$ cat src/rtl/core/crff_pkg.sv
// ----------------------------------------------------------------------------
// crff_pkg: shared types and clipping function for the rectangle fill engine
// Command and result payloads, queue entries, mask registers and the
// per-part clipping against the mask box and the screen.
// ----------------------------------------------------------------------------
package crff_pkg;

    // command modes as they arrive on the input
    localparam logic [1:0] MODE_RECT  = 2'd0;
    localparam logic [1:0] MODE_FRAME = 2'd1;
    localparam logic [1:0] MODE_STEP  = 2'd2;

    // configuration register indexes
    localparam logic [1:0] REG_MASK_LEFT   = 2'd0;
    localparam logic [1:0] REG_MASK_TOP    = 2'd1;
    localparam logic [1:0] REG_MASK_WIDTH  = 2'd2;
    localparam logic [1:0] REG_MASK_HEIGHT = 2'd3;

    localparam int NUM_PARTS = 4;

    typedef struct packed {
        logic [1:0]         mode;
        logic signed [11:0] origin_x;
        logic signed [11:0] origin_y;
        logic signed [11:0] extent_w;
        logic signed [11:0] extent_h;
        logic [10:0]        border_px;
        logic [31:0]        fill_color;
    } cmd_t;

    typedef struct packed {
        logic        write_valid;
        logic [10:0] pixel_x;
        logic [10:0] pixel_y;
        logic [31:0] pixel_value;
        logic        last_write;
    } result_t;

    typedef enum logic [1:0] {
        KIND_RECT,
        KIND_FRAME,
        KIND_STEP
    } kind_t;

    // unclipped geometry of one part
    typedef struct packed {
        logic signed [13:0] x;
        logic signed [13:0] y;
        logic signed [13:0] w;
        logic signed [13:0] h;
    } part_t;

    typedef struct packed {
        kind_t                      kind;
        part_t [NUM_PARTS-1:0]      parts;
        logic  [NUM_PARTS-1:0]      part_en;
        logic  [31:0]               color;
    } entry_t;

    typedef struct packed {
        logic [10:0] left;
        logic [10:0] top;
        logic [11:0] width;
        logic [11:0] height;
    } mask_t;

    typedef struct packed {
        logic        valid;
        logic [10:0] x;
        logic [10:0] y;
        logic [11:0] x_end;
        logic [11:0] y_end;
    } clip_t;

    typedef struct packed {
        logic busy;
        logic load_pend;
        logic step_fire;
        logic last;
    } status_t;

    // screen size is 13 bits wide so that 2048 fits
    function automatic clip_t clip_part(part_t p, mask_t m, logic [12:0] scr_w,
                                        logic [12:0] scr_h);
        logic signed [15:0] x;
        logic signed [15:0] y;
        logic signed [15:0] w;
        logic signed [15:0] h;
        logic signed [15:0] ml;
        logic signed [15:0] mt;
        logic signed [15:0] mr;
        logic signed [15:0] mb;
        logic signed [15:0] sw;
        logic signed [15:0] sh;
        logic               drop;
        clip_t              c;
        x  = {{2{p.x[13]}}, p.x};
        y  = {{2{p.y[13]}}, p.y};
        w  = {{2{p.w[13]}}, p.w};
        h  = {{2{p.h[13]}}, p.h};
        ml = $signed({5'b0, m.left});
        mt = $signed({5'b0, m.top});
        mr = ml + $signed({4'b0, m.width});
        mb = mt + $signed({4'b0, m.height});
        sw = $signed({3'b0, scr_w});
        sh = $signed({3'b0, scr_h});
        // move the origin onto the mask
        if (x < ml)
        begin
            w = w - (ml - x);
            x = ml;
        end
        if (y < mt)
        begin
            h = h - (mt - y);
            y = mt;
        end
        drop = (x > sw) || (y > sh);
        if (x + w > mr)
        begin
            w = mr - x;
        end
        if (y + h > mb)
        begin
            h = mb - y;
        end
        if (x + w > sw)
        begin
            w = sw - x;
        end
        if (y + h > sh)
        begin
            h = sh - y;
        end
        c.valid = !drop && (w > 16'sd0) && (h > 16'sd0);
        c.x     = x[10:0];
        c.y     = y[10:0];
        c.x_end = 12'(x + w);
        c.y_end = 12'(y + h);
        return c;
    endfunction

endpackage

$ cat src/rtl/core/crff_front.sv
// ----------------------------------------------------------------------------
// crff_front: command classifier
// Decodes the mode, drops unused codes and expands a start command into the
// geometry of its four parts before it enters the command queue.
// ----------------------------------------------------------------------------
module crff_front
(
    input  logic              push,
    input  crff_pkg::cmd_t    cmd,
    input  logic              q_full,
    output logic              q_push,
    output crff_pkg::entry_t  q_entry
);

    logic signed [13:0] x;
    logic signed [13:0] y;
    logic signed [13:0] w;
    logic signed [13:0] h;
    logic signed [13:0] b;
    logic               known;

    always_comb
    begin
        x = {{2{cmd.origin_x[11]}}, cmd.origin_x};
        y = {{2{cmd.origin_y[11]}}, cmd.origin_y};
        w = {{2{cmd.extent_w[11]}}, cmd.extent_w};
        h = {{2{cmd.extent_h[11]}}, cmd.extent_h};
        b = $signed({3'b0, cmd.border_px});

        q_entry.color = cmd.fill_color;
        known         = 1'b1;
        case (cmd.mode)
            crff_pkg::MODE_RECT:
            begin
                q_entry.kind    = crff_pkg::KIND_RECT;
                q_entry.part_en = 4'b0001;
            end
            crff_pkg::MODE_FRAME:
            begin
                q_entry.kind    = crff_pkg::KIND_FRAME;
                q_entry.part_en = 4'b1111;
            end
            crff_pkg::MODE_STEP:
            begin
                q_entry.kind    = crff_pkg::KIND_STEP;
                q_entry.part_en = 4'b0000;
            end
            default:
            begin
                q_entry.kind    = crff_pkg::KIND_STEP;
                q_entry.part_en = 4'b0000;
                known           = 1'b0;
            end
        endcase

        // top, right, left, bottom; a plain rectangle is part 0 at full height
        q_entry.parts[0].x = x;
        q_entry.parts[0].y = y;
        q_entry.parts[0].w = w;
        q_entry.parts[0].h = (cmd.mode == crff_pkg::MODE_FRAME) ? b : h;
        q_entry.parts[1].x = x + w - b;
        q_entry.parts[1].y = y + b;
        q_entry.parts[1].w = b;
        q_entry.parts[1].h = h - b;
        q_entry.parts[2].x = x;
        q_entry.parts[2].y = y + b;
        q_entry.parts[2].w = b;
        q_entry.parts[2].h = h - b;
        q_entry.parts[3].x = x;
        q_entry.parts[3].y = y + h - b;
        q_entry.parts[3].w = w;
        q_entry.parts[3].h = b;

        q_push = push && !q_full && known;
    end

endmodule

$ cat src/rtl/core/crff_queue.sv
// ----------------------------------------------------------------------------
// crff_queue: command queue between classifier and pixel walker
// Small register FIFO; DEPTH must be a power of two.
// ----------------------------------------------------------------------------
module crff_queue
#(
    parameter int DEPTH = 4
)
(
    input  logic              clk,
    input  logic              rst_n,
    input  logic              push,
    input  crff_pkg::entry_t  push_entry,
    output logic              full,
    input  logic              pop,
    output logic              valid,
    output crff_pkg::entry_t  head
);

    localparam int PTR_W = $clog2(DEPTH) + 1;

    crff_pkg::entry_t mem_reg [DEPTH];
    logic [PTR_W-1:0] wr_ptr_reg;
    logic [PTR_W-1:0] rd_ptr_reg;

    assign valid = (wr_ptr_reg != rd_ptr_reg);
    assign full  = (wr_ptr_reg[PTR_W-1] != rd_ptr_reg[PTR_W-1])
                && (wr_ptr_reg[PTR_W-2:0] == rd_ptr_reg[PTR_W-2:0]);
    assign head  = mem_reg[rd_ptr_reg[PTR_W-2:0]];

    always_ff @(posedge clk or negedge rst_n)
    begin
        if (!rst_n)
        begin
            wr_ptr_reg <= '0;
            rd_ptr_reg <= '0;
        end
        else
        begin
            if (push && !full)
            begin
                wr_ptr_reg <= wr_ptr_reg + PTR_W'(1);
            end
            if (pop && valid)
            begin
                rd_ptr_reg <= rd_ptr_reg + PTR_W'(1);
            end
        end
    end

    always_ff @(posedge clk)
    begin
        if (push && !full)
        begin
            mem_reg[wr_ptr_reg[PTR_W-2:0]] <= push_entry;
        end
    end

endmodule

$ cat src/rtl/core/crff_back.sv
// ----------------------------------------------------------------------------
// crff_back: pixel walker
// Clips the parts of the running command, walks the current part row by row
// and holds the result register.
// ----------------------------------------------------------------------------
module crff_back
#(
    parameter int SCREEN_WIDTH  = 800,
    parameter int SCREEN_HEIGHT = 480
)
(
    input  logic               clk,
    input  logic               rst_n,
    input  logic               q_valid,
    input  crff_pkg::entry_t   q_head,
    output logic               q_pop,
    input  crff_pkg::mask_t    mask,
    output logic               empty,
    input  logic               pop,
    output crff_pkg::result_t  result,
    output crff_pkg::status_t  status
);

    localparam int NP = crff_pkg::NUM_PARTS;

    crff_pkg::part_t [NP-1:0] parts_reg, parts_next;
    logic [NP-1:0]      part_en_reg, part_en_next;
    logic [31:0]        color_reg, color_next;
    logic               load_pend_reg, load_pend_next;
    logic               busy_reg, busy_next;
    logic [1:0]         part_idx_reg, part_idx_next;
    logic [10:0]        col_reg, col_next;
    logic [10:0]        row_reg, row_next;
    logic [10:0]        span_start_reg, span_start_next;
    logic [11:0]        span_end_reg, span_end_next;
    logic [11:0]        rows_end_reg, rows_end_next;
    logic               out_valid_reg, out_valid_next;
    crff_pkg::result_t  out_reg, out_next;

    crff_pkg::clip_t    clip [NP];
    logic [NP-1:0]      cand;
    logic [NP-1:0]      sel_cand;
    logic               found;
    logic [1:0]         sel;
    logic               do_load;
    logic               step_fire;
    logic               out_free;
    logic [11:0]        col_plus;
    logic [11:0]        row_plus;

    // clip every part against the live mask, pick the next non-empty one
    always_comb
    begin
        for (int i = 0; i < NP; i++)
        begin
            clip[i] = crff_pkg::clip_part(parts_reg[i], mask, 13'(SCREEN_WIDTH),
                                          13'(SCREEN_HEIGHT));
            cand[i] = clip[i].valid && part_en_reg[i];
            sel_cand[i] = cand[i] && (load_pend_reg || (2'(i) > part_idx_reg));
        end
        found = 1'b0;
        sel   = 2'd0;
        for (int i = NP - 1; i >= 0; i--)
        begin
            if (sel_cand[i])
            begin
                found = 1'b1;
                sel   = 2'(i);
            end
        end
    end

    always_comb
    begin
        parts_next      = parts_reg;
        part_en_next    = part_en_reg;
        color_next      = color_reg;
        load_pend_next  = load_pend_reg;
        busy_next       = busy_reg;
        part_idx_next   = part_idx_reg;
        col_next        = col_reg;
        row_next        = row_reg;
        span_start_next = span_start_reg;
        span_end_next   = span_end_reg;
        rows_end_next   = rows_end_reg;
        out_valid_next  = out_valid_reg;
        out_next        = out_reg;
        q_pop           = 1'b0;
        step_fire       = 1'b0;
        do_load         = 1'b0;
        out_free        = !out_valid_reg || pop;
        col_plus        = {1'b0, col_reg} + 12'd1;
        row_plus        = {1'b0, row_reg} + 12'd1;

        if (out_valid_reg && pop)
        begin
            out_valid_next = 1'b0;
        end

        if (load_pend_reg)
        begin
            load_pend_next = 1'b0;
            do_load        = 1'b1;
        end
        else if (q_valid)
        begin
            case (q_head.kind)
                crff_pkg::KIND_RECT, crff_pkg::KIND_FRAME:
                begin
                    // abandons any running command
                    q_pop          = 1'b1;
                    parts_next     = q_head.parts;
                    part_en_next   = q_head.part_en;
                    color_next     = q_head.color;
                    busy_next      = 1'b0;
                    load_pend_next = 1'b1;
                end
                crff_pkg::KIND_STEP:
                begin
                    if (!busy_reg)
                    begin
                        q_pop = 1'b1;
                    end
                    else if (out_free)
                    begin
                        q_pop     = 1'b1;
                        step_fire = 1'b1;
                        if (col_plus >= span_end_reg)
                        begin
                            col_next = span_start_reg;
                            if (row_plus >= rows_end_reg)
                            begin
                                do_load = 1'b1;
                            end
                            else
                            begin
                                row_next = row_plus[10:0];
                            end
                        end
                        else
                        begin
                            col_next = col_plus[10:0];
                        end
                    end
                end
                default:
                begin
                    q_pop = 1'b1;
                end
            endcase
        end

        if (do_load)
        begin
            busy_next = found;
            if (found)
            begin
                part_idx_next   = sel;
                span_start_next = clip[sel].x;
                span_end_next   = clip[sel].x_end;
                rows_end_next   = clip[sel].y_end;
                col_next        = clip[sel].x;
                row_next        = clip[sel].y;
            end
        end

        if (step_fire)
        begin
            out_valid_next       = 1'b1;
            out_next.write_valid = 1'b1;
            out_next.pixel_x     = col_reg;
            out_next.pixel_y     = row_reg;
            out_next.pixel_value = color_reg;
            out_next.last_write  = do_load && !found;
        end
    end

    always_ff @(posedge clk or negedge rst_n)
    begin
        if (!rst_n)
        begin
            load_pend_reg <= 1'b0;
            busy_reg      <= 1'b0;
            part_idx_reg  <= 2'd0;
            out_valid_reg <= 1'b0;
            part_en_reg   <= '0;
        end
        else
        begin
            load_pend_reg <= load_pend_next;
            busy_reg      <= busy_next;
            part_idx_reg  <= part_idx_next;
            out_valid_reg <= out_valid_next;
            part_en_reg   <= part_en_next;
        end
    end

    always_ff @(posedge clk)
    begin
        parts_reg      <= parts_next;
        color_reg      <= color_next;
        col_reg        <= col_next;
        row_reg        <= row_next;
        span_start_reg <= span_start_next;
        span_end_reg   <= span_end_next;
        rows_end_reg   <= rows_end_next;
        out_reg        <= out_next;
    end

    assign empty            = !out_valid_reg;
    assign result           = out_reg;
    assign status.busy      = busy_reg;
    assign status.load_pend = load_pend_reg;
    assign status.step_fire = step_fire;
    assign status.last      = out_next.last_write;

endmodule

$ cat src/rtl/core/clipped_rect_frame_fill.sv
// ----------------------------------------------------------------------------
// clipped_rect_frame_fill: clipped rectangle and frame fill engine
// Start commands latch a rectangle or a four-part frame; step commands emit
// one clipped pixel write each while a part is loaded, in row-major order per part.
//
//   channel   handshake        payload
//   command   push / full      cmd    (crff_pkg::cmd_t)
//   result    empty / pop      result (crff_pkg::result_t)
//   config    cfg_we           cfg_addr, cfg_data
//
// Steps run at one item per cycle when results are popped every cycle.
// A start command holds the walker while it latches the part geometry, then
// clips all parts and loads the first non-empty one.
// The command queue (QUEUE_DEPTH items) lets commands in while the result
// register is stalled. Reset clears the walker state and queue pointers.
// ----------------------------------------------------------------------------
module clipped_rect_frame_fill
#(
    parameter int SCREEN_WIDTH  = 800,
    parameter int SCREEN_HEIGHT = 480,
    parameter int QUEUE_DEPTH   = 4
)
(
    input  logic               clk,
    input  logic               rst_n,
    input  logic               push,
    output logic               full,
    input  crff_pkg::cmd_t     cmd,
    output logic               empty,
    input  logic               pop,
    output crff_pkg::result_t  result,
    input  logic               cfg_we,
    input  logic [1:0]         cfg_addr,
    input  logic [11:0]        cfg_data
);

    crff_pkg::mask_t   mask_reg;
    crff_pkg::entry_t  q_entry;
    crff_pkg::entry_t  q_head;
    crff_pkg::status_t status;
    logic              q_push;
    logic              q_full;
    logic              q_valid;
    logic              q_pop;

    always_ff @(posedge clk or negedge rst_n)
    begin
        if (!rst_n)
        begin
            mask_reg.left   <= 11'd0;
            mask_reg.top    <= 11'd0;
            mask_reg.width  <= 12'd800;
            mask_reg.height <= 12'd480;
        end
        else if (cfg_we)
        begin
            case (cfg_addr)
                crff_pkg::REG_MASK_LEFT:   mask_reg.left   <= cfg_data[10:0];
                crff_pkg::REG_MASK_TOP:    mask_reg.top    <= cfg_data[10:0];
                crff_pkg::REG_MASK_WIDTH:  mask_reg.width  <= cfg_data;
                crff_pkg::REG_MASK_HEIGHT: mask_reg.height <= cfg_data;
                default:
                begin
                end
            endcase
        end
    end

    assign full = q_full;

    crff_front u_front
    (
        .push    (push),
        .cmd     (cmd),
        .q_full  (q_full),
        .q_push  (q_push),
        .q_entry (q_entry)
    );

    crff_queue
    #(
        .DEPTH (QUEUE_DEPTH)
    )
    u_queue
    (
        .clk        (clk),
        .rst_n      (rst_n),
        .push       (q_push),
        .push_entry (q_entry),
        .full       (q_full),
        .pop        (q_pop),
        .valid      (q_valid),
        .head       (q_head)
    );

    crff_back
    #(
        .SCREEN_WIDTH  (SCREEN_WIDTH),
        .SCREEN_HEIGHT (SCREEN_HEIGHT)
    )
    u_back
    (
        .clk     (clk),
        .rst_n   (rst_n),
        .q_valid (q_valid),
        .q_head  (q_head),
        .q_pop   (q_pop),
        .mask    (mask_reg),
        .empty   (empty),
        .pop     (pop),
        .result  (result),
        .status  (status)
    );

    // the final write of a command leaves the walker idle
    a_last_idle: assert property (@(posedge clk) disable iff (!rst_n)
        status.step_fire && status.last |=> !status.busy)
        else $error("walker still busy after last write");

    // a pixel is only emitted from a loaded part
    a_step_busy: assert property (@(posedge clk) disable iff (!rst_n)
        status.step_fire |-> status.busy && !status.load_pend)
        else $error("pixel emitted without a loaded part");

    // a pending part load is cleared in the next cycle
    a_load_once: assert property (@(posedge clk) disable iff (!rst_n)
        status.load_pend |=> !status.load_pend)
        else $error("part load pending for more than one cycle");

    // classifier never pushes into a full queue
    a_no_overflow: assert property (@(posedge clk) disable iff (!rst_n)
        q_push |-> !q_full)
        else $error("push into full command queue");

endmodule

$ cat config.mk
export PLATFORM = sky130hd
export DESIGN_NAME = clipped_rect_frame_fill
export DESIGN_NICKNAME = d
export VERILOG_FILES = /design/src/rtl/core/crff_pkg.sv /design/src/rtl/core/crff_front.sv /design/src/rtl/core/crff_queue.sv /design/src/rtl/core/crff_back.sv /design/src/rtl/core/clipped_rect_frame_fill.sv
export SDC_FILE = /design/constraint.sdc
export NUM_CORES = 2
export LEC_CHECK = 0
export BUFFER_PORTS_ARGS = -buffer_cell sky130_fd_sc_hd__buf_4
export CORE_MARGIN = 2
export CORE_UTILIZATION = 44
export CTS_CLUSTER_SIZE = 40
export DETAILED_ROUTE_END_ITERATION = 8
export PLACE_DENSITY = 0.69
export RECOVER_POWER = 50
export SETUP_SLACK_MARGIN = 0.05
export SLEW_MARGIN = 20
export SYNTH_ARGS = -nofsm -noshare
export SYNTH_HDL_FRONTEND = slang
export SYNTH_HIERARCHICAL = 1
export SYNTH_SLANG_ARGS = --single-unit
$ cat constraint.sdc
create_clock -name clk -period 45.5 [get_ports clk]
set_input_delay 9.1 -clock clk [delete_from_list [all_inputs] [get_ports clk]]
set_output_delay 9.1 -clock clk [all_outputs]
set_load 0.05 [all_outputs]
# Yosys cells after proc, flatten, opt, wreduce, memory -nomap -nowiden
# Memories as Yosys holds them, arrays and structs flattened.
# Index checks and enable logic that the tools add are counted.
[word_totals] reg_bits=429 latchBits=0 mem_bits_rw=1012 rom_bits=0 in_bits=112 word_cells=311 memories=1
[op_classes] add_sub_neg=68 mul=0 div_mod_pow=0 magnitude_cmp=47 n_eq_ne=11 shifts=0 mux=91 n_bitwise=2 n_reduce_logical=54
[memory_table] name="u_queue.mem_reg" words=4 width=253 rd=1 rd_clocked_by_memory_dff=0 wr=1 line="crff_queue.sv:22" source="crff_pkg::entry_t mem_reg [DEPTH];"
[ops] cell="$mux W16" n=32
[ops] cell="$add A16 B16 Y16" n=16
[ops] cell="$mux W11" n=17
[ops] cell="$gt A16 B1 Y1 const B" n=8
[ops] cell="$gt A16 B10 Y1 const B" n=8
[ops] cell="$gt A16 B11 Y1 const B" n=8
[ops] cell="$sub A14 B15 Y16" n=8
[ops] cell="$sub A14 B16 Y16" n=8
[ops] cell="$sub A12 B14 Y15" n=8
[ops] cell="$gt A16 B16 Y1" n=7
[ops] cell="$lt A14 B12 Y1" n=8
[ops] cell="$add A12 B12 Y12" n=8
[ops] cell="$bmux W47 S2" n=1
[ops] cell="$mux W46" n=2
[ops] cell="$sub A10 B16 Y16 const A" n=4
[ops] cell="$sub A11 B16 Y16 const A" n=4
[ops] cell="$add A12 B12 Y13" n=3
[ops] cell="$mux W1" n=32
[ops] cell="$sub A14 B12 Y14" n=2
[ops] cell="$add A11 B12 Y13" n=2
[ops] cell="$add A11 B1 Y12 const B" n=2
[ops] cell="$ge A12 B12 Y1" n=2
[ops] cell="$logic_and A1 B1 Y1" n=23
[ops] cell="$gt A16 B14 Y1" n=1
[ops] cell="25 further kinds" n=59

# Depth between registers and ports, before layout
[logic_depth] word_depth=24 depth_mapped=77

# By module
# Netlist, hierarchy kept.
[modules_own_cells] module="crff_back" n_inst=1 cells_per_inst=6799 area_each_um2=56510.4 seq_area_each_um2=11045.6
[modules_own_cells] module="crff_queue" n_inst=1 cells_per_inst=1418 area_each_um2=38330.5 seq_area_each_um2=31620.3
[modules_own_cells] module="crff_front" n_inst=1 cells_per_inst=640 area_each_um2=4604.4 seq_area_each_um2=0.0
[modules_own_cells] module="clipped_rect_frame_fill" n_inst=1 cells_per_inst=100 area_each_um2=1735.4 seq_area_each_um2=1159.9

# Worst setup path after synthesis
# Ideal clock, no wire load.
[synth_path] path_kind="register to register" startpoint="reg u_queue.rd_ptr_reg[0]" endpoint="reg u_back.part_en_reg[0]" setup_ns=0.163 arrival_time_ns=22.461 slack_ns=22.876 stages_incl_launch_ff=7 n_path_buf=3 path_cell_list="dfrtp_1 -> buf_6 -> buf_6 -> buf_6 -> mux4_2 -> nor3b_1 -> mux2_2"
[synth_lines] item="start, declared" line="crff_queue.sv:24" source="logic [PTR_W-1:0] rd_ptr_reg;"
[synth_lines] item="start signal, assigned" line="crff_queue.sv:46" source="rd_ptr_reg <= rd_ptr_reg + PTR_W'(1);"
[synth_lines] item="end signal, assigned" line="crff_back.sv:194" source="part_en_reg <= part_en_next;"
[synth_lines] item="end, declared" line="crff_back.sv:27" source="logic [NP-1:0] part_en_reg, part_en_next;"

# Worst setup path after layout
[layout_path] startpoint="reg mask_reg[25] in the netlist's numbering" endpoint="reg u_back.rows_end_reg[4], data pin"
[layout_between] elab_chain_cells=21 elab_cells_between_ends=97 cone_classes="29 x add/sub; 20 x order compare; 23 x mux; 1 x bitwise; 24 x reduce/logical"
[layout_rtl] item="start, declared" line="clipped_rect_frame_fill.sv:37" source="crff_pkg::mask_t mask_reg;"
[layout_rtl] item="$sub A12 B14 Y15" line="crff_pkg.sv:115" source="h = h - (mt - y);"
[layout_rtl] item="$sub A14 B15 Y16" line="crff_pkg.sv:115"
[layout_rtl] item="$mux W16" line="crff_pkg.sv:113" source="if (y < mt)"
[layout_rtl] item="$add A16 B16 Y16" line="crff_pkg.sv:123" source="if (y + h > mb)"
[layout_rtl] item="$gt A16 B16 Y1" line="crff_pkg.sv:123"
[layout_rtl] item="$mux W16" line="crff_pkg.sv:123"
[layout_rtl] item="$add A16 B16 Y16" line="crff_pkg.sv:131" source="if (y + h > sh)"
[layout_rtl] item="$gt A16 B10 Y1" line="crff_pkg.sv:131"
[layout_rtl] item="$mux W16" line="crff_pkg.sv:131"
[layout_rtl] item="$gt A16 B1 Y1" line="crff_pkg.sv:135" source="c.valid = !drop && (w > 16'sd0) && (h > 16'sd0);"
[layout_rtl] item="$logic_and A1 B1 Y1" line="crff_pkg.sv:135"
[layout_rtl] item="$logic_and A1 B1 Y1" line="crff_back.sv:58" source="cand[i] = clip[i].valid && part_en_reg[i];"
[layout_rtl] item="$logic_and A1 B1 Y1" line="crff_back.sv:59" source="sel_cand[i] = cand[i] && (load_pend_reg || (2'(i) > part_idx_reg));"
[layout_rtl] item="$mux W2 (4 in a row)" line="crff_back.sv:65" source="if (sel_cand[i])"
[layout_rtl] item="$not A2 Y3 (not written as such)" line="crff_back.sv:161" source="rows_end_next = clip[sel].y_end;"
[layout_rtl] item="$bmux W47 S2 (*)" line="crff_back.sv:161"
[layout_rtl] item="$mux W46 (*) (2 in a row)"
[layout_rtl] item="end signal, assigned" line="crff_back.sv:206" source="rows_end_reg <= rows_end_next;"
[layout_rtl] item="end, declared" line="crff_back.sv:36" source="logic [11:0] rows_end_reg, rows_end_next;"
# Mark *: on every way between the ends. The rest lies on a longest branch, timed or not. The select of a mux whose other input is x is not followed.
# A chain may end at the register's enable or synchronous reset.

==> impl_metrics.tcl <==
set metrics [dict create \
    placedInstanceArea_sq_um 104900 \
    placementRows 176 \
    finalSetupViolCount 0 \
    arrival_ns 17.29 \
    die_width_um 483.5 \
    start_util_pct 44.13 \
    ant_nets 0 \
    multi_input_comb_area_sq_um 51300 \
    viasPerCell 5.956 \
    crit_fanout 59 \
    wl_per_cell_um 24.87 \
    path_class "flop to flop" \
    hold_viol 0 \
    period_share_pct 36.86 \
    vias 72525 \
    yosysWarnings 6 \
    io_pins 170 \
    r2r_cells 56 \
    violations "max-capacitance violations, max-slew violations" \
    largest_reg_flops 1048 \
    drt-total-wl_mm 302.9 \
    required_ns 46.01 \
    post-route-min-period_ns 16.77 \
    regArea_sq_um 43830 \
    final.setup.worst_slack_ns 28.73 \
    skew_ns 0.05710 \
    fin_setup_tns_ns 0 \
    grt_setup_unrepaired "false" \
    core_area_sq_um 229200 \
    clk_pin_slew_ns 0.06 \
    root_buffer "clkbuf_16" \
    htree_num_levels 4 \
    clock_sinks 1477 \
    dp_hpwl_mm 230.8 \
    syn_inst 8954 \
    antenna_found_initial 9 \
    drtIter0Drc 7323 \
    drive_gt1_share_pct 10.66 \
    area_growth_syn_to_layout_pct 8.054 \
    insertion_delay_ns 0.83 \
    clk_path_buf_depth 3 \
    slowest_stage "a31o_4" \
    postCtsHoldBufs 0 \
    worstMarginPinSlew_ns 4.145 \
    finalInstanceArea_sq_um 109300 \
    grt_overflow 0 \
    critPathLaunchType "flop" \
    gp_congestion 1.016 \
    maxSlewHeadroom_pct -176.3 \
    track_usage_pct 25.33 \
    place_ws_ns 28.99 \
    min_path_cells 0 \
    cts_tree "yes" \
    port_buffers 168 \
    synth_area_sq_um 101200 \
    grt_pass1_vias 69776 \
    fillers 20081 \
    max_stage_delay_ns 0.88 \
    fmax_mhz 59.62 \
    slew_viol_final 816 \
    dieArea_sq_um 233800 \
    hold_class "flop to flop" \
    max-cap-violations 19 \
    nets 10178 \
    outcome "finished with violations" \
    fp.dieH_um 483.5 \
    firstDrtPassIters 6 \
    numCtsBuffers 148 \
    grt_pass1_wl_mm 447.0 \
    drc 0 \
    cts_resized 0 \
    endpoint_kind "flop" \
    syn_avg_cell_area_sq_um 11.30 \
    grt_max_degree 152 \
    post_cts_buffers 0 \
]
-- per-layer routing --
metal | routed length, um | vias up | part of all wire, % | global-route usage (%)
li1 | - | 33137 | - | -
met1 | 133500 | 35808 | 44 | 36.74
met2 | 130200 | 3093 | 43 | 37.76
met3 | 25620 | 481 | 8.5 | 4.089
met4 | 13490 | 6 | 4.5 | 10.23
met5 | 35 | - | 0.012 | 0
-- final timing paths --
check                                    endpoint  slack (ns)            startpoint
max in group asynchronous   u_queue/rd_ptr_reg[0]       33.17                 rst_n
min reg2reg                     u_back/result[22]        0.41  u_back/color_reg[21]
max reg2reg                u_back/rows_end_reg[4]       28.73          mask_reg[25]
min in group asynchronous    u_back/out_valid_reg        9.02                 rst_n
max                        u_back/rows_end_reg[4]       28.73          mask_reg[25]
min                             u_back/result[22]        0.41  u_back/color_reg[21]
-- stage by stage --
step | hold WS (ns) | instances | util (%)
final | 0.4135 | 12176 | 47.68
after global routing | 0.4153 | 12173 | 47.68
after CTS | 0.4146 | 12170 | 47.84
after detailed placement | 0.4045 | 11902 | 45.75
after global placement | 0.4015 | 11902 | 45.75
after floorplan | 0.4003 | 8962 | -
-- critical path: cells and delay by family (launching register included) --
kind / cells / cell delay (ns)
flip-flops: 1 / 0.76
AO/OA/AOI/OAI: 20 / 5.53
multiplexers: 3 / 1.91
AND/OR/NAND/NOR: 21 / 4.34
buffers and inverters: 5 / 1.75
adder cells (fa/ha/maj): 6 / 1.97
XOR/XNOR: 1 / 0.15
-- final cells by class --
class	count	area share (%)
multi-input combinational	6138	46.93
clock buffer	189	3.597
sequential	1477	40.10
inverter	950	3.270
tap	3026	3.464
clock inverter	79	0.7772
timing repair buffer	311	1.851
antenna	6	0.01374
-- cell usage in the layout (no fill, tap or decap), types with 24 or more instances in the layout --
cell	count
nor4_1	46
nor3_1	137
nor2_1	479
a31oi_1	64
o21ai_1	49
inv_1	941
mux2i_1	142
a21oi_1	593
o211ai_1	59
xnor2_1	382
xor2_1	159
o31ai_1	39
a211oi_1	80
or3_1	50
o21bai_1	87
nor2b_1	116
nand2_1	498
or2_2	24
fa_1	146
o21a_1	119
or4_1	32
clkbuf_1	130
nand3_1	114
o21ai_0	431
a21o_1	217
nand4_1	55
edfxtp_1	1393
mux2_2	123
a21boi_0	32
and2_1	27
dfrtp_1	53
nand2b_1	119
a31o_2	25
buf_4	214
o22ai_1	41
clkinv_1	29
mux4_2	278
clkbuf_16	151
ha_1	894
and3_1	51
Power is left out: the tool's default activity adds up to more than one toggle a clock period on the data nets, which glitch-free logic cannot reach.
